File: src/rbs_pkg.sv
package rbs_pkg;

  localparam int CmdW      = 2;
  localparam int FieldW    = 32;
  localparam int LimitW    = 31;
  localparam int InTdataW  = 232;
  localparam int OutTdataW = 8;
  localparam int FracBits  = 16;

  localparam logic [CmdW-1:0] CMD_CLEAR = 2'd0;
  localparam logic [CmdW-1:0] CMD_ADD   = 2'd1;
  localparam logic [CmdW-1:0] CMD_TEST  = 2'd2;

endpackage

File: src/ray_box_slab_test_core.sv
// Channel | Dir | Fields (low bit up)
// in_     | in  | tdata: cmd[1:0] origin_x origin_y origin_z dir_x dir_y dir_z t_limit[30:0], pad
// out_    | out | tdata: hit[0], pad
//
// Clear and add complete as the command is taken. A ray test runs one capture, one setup,
// the six bit-serial restoring dividers of COORD_BITS+16 quotient bits (33 in place of
// COORD_BITS above 32; one quotient bit per cycle), three reduce steps and one final step.
// rst_n is synchronous, active low; it empties the box and drops out_tvalid.
// A result held by out_tready low stalls the final step; input is taken only when idle.
module ray_box_slab_test_core
  import rbs_pkg::*;
#(
  parameter int COORD_BITS = 32
) (
  input  logic                 clk,
  input  logic                 rst_n,
  input  logic                 in_tvalid,
  output logic                 in_tready,
  // cmd, origin_x, origin_y, origin_z, dir_x, dir_y, dir_z, t_limit, zero pad
  input  logic [InTdataW-1:0]  in_tdata,
  output logic                 out_tvalid,
  input  logic                 out_tready,
  // hit, zero pad
  output logic [OutTdataW-1:0] out_tdata
);

  localparam int CW   = (COORD_BITS > 32) ? 33 : COORD_BITS;
  localparam int QW   = CW + FracBits;
  localparam int CNTW = $clog2(QW + 1);

  localparam logic [2:0] ST_IDLE  = 3'd0;
  localparam logic [2:0] ST_SETUP = 3'd1;
  localparam logic [2:0] ST_DIV   = 3'd2;
  localparam logic [2:0] ST_RED   = 3'd3;
  localparam logic [2:0] ST_FIN   = 3'd4;

  logic [2:0]             state_r;
  logic [CNTW-1:0]        cnt_r;
  logic signed [CW-1:0]   box_lo_r [3];
  logic signed [CW-1:0]   box_hi_r [3];
  logic                   empty_r;
  logic signed [CW-1:0]   org_r [3];
  logic signed [CW-1:0]   dir_r [3];
  logic [LimitW-1:0]      lim_r;
  logic [QW-1:0]          num_r [6];
  logic [CW-1:0]          rem_r [6];
  logic [CW-1:0]          dmag_r [6];
  logic                   qneg_r [6];
  logic [2:0]             fin_r;
  logic                   ins_r;
  logic signed [QW:0]     lo_r, hi_r;
  logic                   any_r;
  logic                   out_tvalid_r;
  logic                   hit_r;

  logic signed [CW-1:0]   in_c [6];
  logic [CmdW-1:0]        in_cmd;
  logic                   in_acc;
  logic signed [CW:0]     diff [6];
  logic [CW-1:0]          dmag_c [6];
  logic [CW:0]            trial [6];
  logic                   ge [6];
  logic signed [QW:0]     qv [6];
  logic [2:0]             ins_c;
  logic                   out_busy;
  logic signed [QW:0]     te, tx, lim_s;
  logic [1:0]             ax;

  assign in_cmd = in_tdata[CmdW-1:0];

  for (genvar i = 0; i < 6; i++) begin : g_fld
    if (COORD_BITS > 32) begin : g_wide
      assign in_c[i] = {1'b0, in_tdata[CmdW+FieldW*i +: FieldW]};
    end else begin : g_narrow
      assign in_c[i] = in_tdata[CmdW+FieldW*i +: CW];
    end
  end

  assign in_tready  = (state_r == ST_IDLE);
  assign in_acc     = in_tvalid && in_tready;
  assign out_busy   = out_tvalid_r && !out_tready;
  assign out_tvalid = out_tvalid_r;
  assign out_tdata  = {{(OutTdataW-1){1'b0}}, hit_r};

  always_comb begin
    for (int a = 0; a < 3; a++) begin
      // entry lane 2a, exit lane 2a+1; bounds swap on negative direction
      diff[2*a]   = dir_r[a][CW-1] ? (CW+1)'(box_hi_r[a]) - (CW+1)'(org_r[a])
                                   : (CW+1)'(box_lo_r[a]) - (CW+1)'(org_r[a]);
      diff[2*a+1] = dir_r[a][CW-1] ? (CW+1)'(box_lo_r[a]) - (CW+1)'(org_r[a])
                                   : (CW+1)'(box_hi_r[a]) - (CW+1)'(org_r[a]);
      dmag_c[2*a]   = dir_r[a][CW-1] ? CW'(-(CW+1)'(dir_r[a])) : CW'(dir_r[a]);
      dmag_c[2*a+1] = dmag_c[2*a];
      ins_c[a] = (dir_r[a] != '0) || (org_r[a] >= box_lo_r[a] && org_r[a] <= box_hi_r[a]);
    end
    for (int l = 0; l < 6; l++) begin
      trial[l] = {rem_r[l], num_r[l][QW-1]};
      ge[l]    = trial[l] >= {1'b0, dmag_r[l]};
      qv[l]    = qneg_r[l] ? -$signed({1'b0, num_r[l]}) : $signed({1'b0, num_r[l]});
    end
    ax    = cnt_r[1:0];
    te    = qv[{ax, 1'b0}];
    tx    = qv[{ax, 1'b1}];
    lim_s = $signed({{(QW+1-LimitW){1'b0}}, lim_r});
  end

  always_ff @(posedge clk) begin
    if (!rst_n) begin
      state_r      <= ST_IDLE;
      empty_r      <= 1'b1;
      out_tvalid_r <= 1'b0;
      cnt_r        <= '0;
      for (int a = 0; a < 3; a++) begin
        box_lo_r[a] <= '0;
        box_hi_r[a] <= '0;
      end
    end else begin
      // the final step drives out_tvalid itself
      if (out_tvalid_r && out_tready && state_r != ST_FIN) out_tvalid_r <= 1'b0;
      case (state_r)
        ST_IDLE: begin
          if (in_acc) begin
            case (in_cmd)
              CMD_CLEAR: empty_r <= 1'b1;
              CMD_ADD: begin
                for (int a = 0; a < 3; a++) begin
                  if (empty_r || in_c[a] < box_lo_r[a]) box_lo_r[a] <= in_c[a];
                  if (empty_r || in_c[a] > box_hi_r[a]) box_hi_r[a] <= in_c[a];
                end
                empty_r <= 1'b0;
              end
              CMD_TEST: begin
                for (int a = 0; a < 3; a++) begin
                  org_r[a] <= in_c[a];
                  dir_r[a] <= in_c[a+3];
                end
                lim_r   <= in_tdata[CmdW+FieldW*6 +: LimitW];
                state_r <= ST_SETUP;
              end
              default: ;
            endcase
          end
        end
        ST_SETUP: begin
          for (int l = 0; l < 6; l++) begin
            num_r[l]  <= {(diff[l][CW] ? CW'(-diff[l]) : diff[l][CW-1:0]),
                          {FracBits{1'b0}}};
            rem_r[l]  <= '0;
            dmag_r[l] <= dmag_c[l];
            qneg_r[l] <= diff[l][CW] ^ dir_r[l/2][CW-1];
          end
          for (int a = 0; a < 3; a++) fin_r[a] <= (dir_r[a] != '0);
          ins_r   <= &ins_c;
          any_r   <= 1'b0;
          cnt_r   <= '0;
          state_r <= ST_DIV;
        end
        ST_DIV: begin
          for (int l = 0; l < 6; l++) begin
            rem_r[l] <= ge[l] ? CW'(trial[l] - {1'b0, dmag_r[l]}) : trial[l][CW-1:0];
            num_r[l] <= {num_r[l][QW-2:0], ge[l]};
          end
          if (cnt_r == CNTW'(QW - 1)) begin
            cnt_r   <= '0;
            state_r <= ST_RED;
          end else begin
            cnt_r <= cnt_r + 1'b1;
          end
        end
        ST_RED: begin
          if (fin_r[ax]) begin
            if (!any_r || te > lo_r) lo_r <= te;
            if (!any_r || tx < hi_r) hi_r <= tx;
            any_r <= 1'b1;
          end
          if (ax == 2'd2) state_r <= ST_FIN;
          else cnt_r <= cnt_r + 1'b1;
        end
        ST_FIN: begin
          if (!out_busy) begin
            hit_r        <= !empty_r && ins_r &&
                            (!any_r || (lo_r <= hi_r && lo_r < lim_s && hi_r > 0));
            out_tvalid_r <= 1'b1;
            cnt_r        <= '0;
            state_r      <= ST_IDLE;
          end
        end
        default: state_r <= ST_IDLE;
      endcase
    end
  end

  a_test_starts: assert property (@(posedge clk) disable iff (!rst_n)
    in_acc && in_cmd == CMD_TEST |=> state_r == ST_SETUP)
    else $error("test command did not start setup");

  a_fin_delivers: assert property (@(posedge clk) disable iff (!rst_n)
    state_r == ST_FIN && !out_busy |=> out_tvalid_r && state_r == ST_IDLE)
    else $error("final step did not present a result");

  a_rem_bound: assert property (@(posedge clk) disable iff (!rst_n)
    state_r == ST_DIV && dmag_r[0] != '0 |-> rem_r[0] < dmag_r[0])
    else $error("divider remainder out of range");

endmodule
File: config.mk
export PLATFORM = sky130hd
export DESIGN_NAME = ray_box_slab_test_core
export DESIGN_NICKNAME = d
export VERILOG_FILES = /design/src/rbs_pkg.sv /design/src/ray_box_slab_test_core.sv
export SDC_FILE = /design/constraint.sdc
export NUM_CORES = 2
export LEC_CHECK = 0
export ABC_CLOCK_PERIOD_IN_PS = 31200
export BUFFER_PORTS_ARGS = -buffer_cell sky130_fd_sc_hd__buf_2
export CAP_MARGIN = 20
export CORE_AREA = 2 2 412 414
export DETAILED_ROUTE_END_ITERATION = 16
export DIE_AREA = 0 0 414 416
export PLACE_DENSITY = 0.68
export RECOVER_POWER = 50
export REMOVE_ABC_BUFFERS = 1
export SYNTH_ARGS = -nofsm -noshare
export SYNTH_HDL_FRONTEND = slang
export SYNTH_SLANG_ARGS = --single-unit
export TNS_END_PERCENT = 10
File: constraint.sdc
create_clock -name clk -period 31.2 [get_ports clk]
set_clock_uncertainty 0.1 [all_clocks]
set_input_delay 3.12 -clock clk [delete_from_list [all_inputs] [get_ports clk]]
set_output_delay 3.12 -clock clk [all_outputs]
set_load 0.01 [all_outputs]
Yosys cells after proc, flatten, opt, wreduce, memory -nomap -nowiden

Memories as Yosys holds them, arrays and structs flattened.
Cells that the tools add are included.

Add/subtract/negate cells: 28
$lt $le $gt $ge: 26
Equality and inequality tests: 16
Multiplexer cells: 117
Bitwise operators: 27
Reduce and logical (&&, ||, !) cells: 44

Operators with widths:

| operator              | count |
|---|---|
| $mux W32              | 27 |
| $mux W49              | 10 |
| $bmux W49 S3          | 2 |
| $neg A48 Y49          | 6 |
| $mux W48              | 6 |
| $neg A32 Y32          | 9 |
| $ge A33 B32 Y1        | 6 |
| $mux W33              | 6 |
| $sub A32 B32 Y33      | 6 |
| $sub A32 B32 Y32      | 6 |
| $ge A32 B32 Y1        | 3 |
| $gt A32 B32 Y1        | 3 |
| $le A32 B32 Y1        | 3 |
| $lt A32 B32 Y1        | 3 |
| $reduce_bool A32 Y1   | 3 |
| $mux W1               | 53 |
| $gt A49 B1 Y1 const B | 1 |
| $gt A49 B49 Y1        | 1 |
| $le A49 B49 Y1        | 1 |
| $lt A49 B32 Y1        | 1 |
| $lt A49 B49 Y1        | 1 |
| $pmux W6 S4           | 1 |
| $mux W6               | 3 |
| $or A1 B1 Y1          | 18 |
| 30 further kinds      | 79 |

Bits in registers: 146
Bits in writable memories: 1062
Input bits: 236
Output and inout port bits: 10
Word-level logic and storage cells: 277
Memories kept: 8

Memories:

| name            | words | bits a word | read ports | clocked after memory_dff | wr ports | RTL line                     | RTL |
|---|---|---|---|---|---|---|---|
| num_r           | 6     | 48          | 6          | 0                        | 6        | ray_box_slab_test_core.sv:45 | `logic [QW-1:0] num_r [6];` |
| dmag_r          | 6     | 32          | 6          | 0                        | 6        | ray_box_slab_test_core.sv:47 | `logic [CW-1:0] dmag_r [6];` |
| rem_r           | 6     | 32          | 6          | 0                        | 6        | ray_box_slab_test_core.sv:46 | `logic [CW-1:0] rem_r [6];` |
| box_hi_r        | 3     | 32          | 3          | 0                        | 3        | ray_box_slab_test_core.sv:40 | `logic signed [CW-1:0] box_hi_r [3];` |
| box_lo_r        | 3     | 32          | 3          | 0                        | 3        | ray_box_slab_test_core.sv:39 | `logic signed [CW-1:0] box_lo_r [3];` |
| dir_r           | 3     | 32          | 3          | 0                        | 3        | ray_box_slab_test_core.sv:43 | `logic signed [CW-1:0] dir_r [3];` |
| 2 more memories | n/a   | n/a         | n/a        | n/a                      | n/a      | n/a                          |  |

Depth between registers and ports, before layout

An unclocked memory read counts as a cell.

Depth after elaboration: 10
Gate-level depth with buffers: 25
Mapped depth without buffers: 25

Least setup slack after synthesis

Ideal clock, no wire load.

Path type: input to register
From: in rst_n
To: mem num_r[0][0] in the netlist's numbering, enable pin
Library setup time: 1.484 ns
Arrival time: 26.255 ns
Required time: 29.616 ns
Setup slack: 3.361 ns
Stages: 2
Path buffers: 0
Path through: nand2b_1 -> a21oi_1

RTL lines:

| what            | RTL line                     | RTL |
|---|---|---|
| start, declared | ray_box_slab_test_core.sv:16 | `input logic rst_n,` |
| end, declared   | ray_box_slab_test_core.sv:45 |  |

==> flow_summary.toml <==
[run_status]
status = "finished with violations"
violations = "capacitance limit, slew limit"

[detailed_routing]
drc_errors = 0
drt_iter0_drc = 6171
via_per_inst = 6.035
antenna_left = 0
wl_mm = 247.6
wl_per_cell_microns = 21.05
first_pass_iters = 8
dr_total_vias = 70970

[timing]
timing.final.crit_share_pct = 45.10
final.min_clock_period_ps = 14070
slew_headroom_pct = -337.8
setup_viol = 0
setup_tns_ps = 0
finalMaxSlewViolations = 1430
worst_slack_ps = 17130
hold_viol_final = 0
worstMarginPinSlew_ps = 6568
max_freq_mhz = 71.07
rsz0062_at_grt = "false"

[power_and_ir_drop]
vdd_ir_drop_max_v = 0.00005983
powerDensity_nw_per_um2 = 56.70
power_leakage_uw = 0.03764

[placement]
pre_cts_ws_ps = 23010
place_hpwl_mm = 188.7
numPlacedInstances = 11520
place_congestion = 0.9497
numPortBuffers = 231

[final_layout]
layout_common_cells = "1,101 x edfxtp_1, 773 x a21oi_1, 772 x ha_1"
diodes = 0
drive_above_1_share_pct = 4.758
fin_cells = 11760
areaGrowthSynthToFinish_pct = 8.365
layout.nets = 10460
final_util_pct = 55.98
final_common_cell = "edfxtp_1"

[hold_path]
hold_class = "reg2reg"
hp-start = "dir_r[0][0]$_DFFE_PP_"

[yosys]
ys_types = 91
netlist_instances = 9356
ys_ff_latch = 1112
seq_area_frac_synth_pct = 38.32
synth_area_sq_um = 86860
syn_avg_cell_area_sq_um = 9.283
yosys_warnings = 0
async_flop_share_pct = 0
synth_top_flop_cell = "edfxtp_1"
synth-edff-count = 1101

[clock_network]
postCtsSetupBuffers = 0
cts_made_buffers = 136
clkTransAtPathRegs_ps = 60
insertion_delay_ps = 810
cts_tree = "yes"
post_cts_resized = 0
root_buffer = "clkbuf_16"
htree_levels = 4
cts-hold-fix-buffers = 0
cts_buffer_depth = 3
clock-sinks = 1112

[floorplan]
num_io_pins = 246
start_util_pct = 51.65
rows = 151
dieArea_sq_um = 172200
fp.coreArea_sq_um = 168100
die_width_microns = 414
die_h_microns = 416

[global_route]
grt-ovfl-total = 0
grt_pass1_vias = 68050
grt_pass1_wl_mm = 382.2
grt_max_degree = 152
antenna_found_initial = 4
grt_usage_pct = 27.95

[setup_path]
worstSetupPathType = "in2reg"
cpPeakStageDelay_ps = 4680
start_kind = "primary input"
slowest_stage = "clkbuf_1"
crit_path_start = "rst_n"
worstPathCellList = "buf_2 > clkbuf_1 > nand3_1 > clkbuf_1 > clkbuf_1 > a21oi_1 > o2bb2ai_1"
critical-path-top-delay-family = "buffers and inverters"
crit_buf_inv = 4
worstPathMaxFanout = 150
r2r_start = "state_r[0]$_SDFFE_PN0P_"
cp.arrival_ps = 14480
crit_required_ps = 31600
critPathMostFrequentCell = "clkbuf_1"
endpoint_kind = "flop"

[flow_run]
maxCapViolations = 25
-- sequential cells by signal, summed over array words and instances (netlist names) --
register / count
state_r: 3
lo_r: 49
empty_r: 1
ins_r: 1
box_lo_r: 96
fin_r: 3
box_hi_r: 96
any_r: 1
cnt_r: 6
dir_r: 96
hi_r: 49
out_tvalid: 1
num_r: 288
hit_r: 1
rem_r: 192
lim_r: 31
org_r: 96
qneg_r: 6
dmag_r: 96
-- cell type report --
class	instances	area, sq um
clock buffers	166	3642
flip-flops and latches	1112	33290
well taps	2218	2775
clock inverters	74	784.5
fillers	15030	74030
repair buffers	302	1435
inverters	688	2582
multi-input cells	7200	49620
-- layer usage --
metal | share of wire (%) | vias up | routed length [microns] | GRT usage, %
li1 | - | 34480 | - | -
met1 | 43 | 34140 | 107400 | 36.47
met2 | 46 | 1888 | 115000 | 46.11
met3 | 4.9 | 453 | 12160 | 3.231
met4 | 5.3 | 4 | 13030 | 13.88
met5 | 0.010 | - | 25 | 0
-- per-stage QoR --
stage | hold WS [ps] | power [uW] | instance area [sq um]
2_1_floorplan | 326.4 | 3328 | 85490
3_3_place_gp | 392.8 | 3676 | 90090
3_5_place_dp | 404.2 | 3719 | 90100
4_1_cts | 415.7 | 5340 | 94520
5_1_grt | 434.1 | 5609 | 94120
6_report | 410.8 | 5337 | 94120
-- cells by family (layout without fill, tap and decap cells) --
kind of cell | after synthesis | count (layout) | synth area share (%)
fa+ha+maj | 784 | 784 | 11.40
compound gates | 2591 | 2591 | 18.86
mux | 185 | 185 | 2.172
xor+xnor | 825 | 825 | 8.319
other cells | 1 | 7 | 0.004318
buf+inv | 1050 | 1230 | 4.575
simple gates | 2808 | 2808 | 16.35
flops | 1112 | 1112 | 38.32
-- path summary, 6_finish.rpt --
path,slack (ps),to,cells after the start
max reg2reg,19930,rem_r[4][26]$_SDFFCE_PN0P_,6
min reg2reg,410,dmag_r[1][0]$_DFFE_PP_,0
min,410,dmag_r[1][0]$_DFFE_PP_,0
max,17130,rem_r[4][26]$_SDFFCE_PN0P_,7
-- cells in the mapped netlist, types with 94 or more instances --
cell / count / share of area (%)
edfxtp_1: 1101 / 38
a21oi_1: 774 / 4.5
ha_1: 772 / 11
nor2_1: 746 / 3.2
inv_1: 686 / 3.0
o21ai_0: 563 / 3.2
nand2_1: 547 / 2.4
xnor2_1: 422 / 4.3
xor2_1: 403 / 4.1
clkbuf_1: 318 / 1.4
a21o_1: 307 / 2.7
and2_1: 233 / 1.7
o31ai_1: 209 / 1.8
nor2b_1: 206 / 1.5
nand3_1: 202 / 1.2
nor3_1: 169 / 0.97
mux2i_1: 157 / 1.8
nand4_1: 136 / 0.98
nand2b_1: 127 / 0.91
o22ai_1: 103 / 0.74
o21a_1: 94 / 0.81
-- power breakdown --
| group | switching [uW] | internal (uW) | leakage [uW] | total [uW] |
|---|---|---|---|---|
| clock network | 671 | 940 | 0.00216 | 1610 |
| logic | 1070 | 651 | 0.0250 | 1730 |
| registers | 135 | 1860 | 0.0104 | 2000 |
Power figures use the tool's default switching activity.
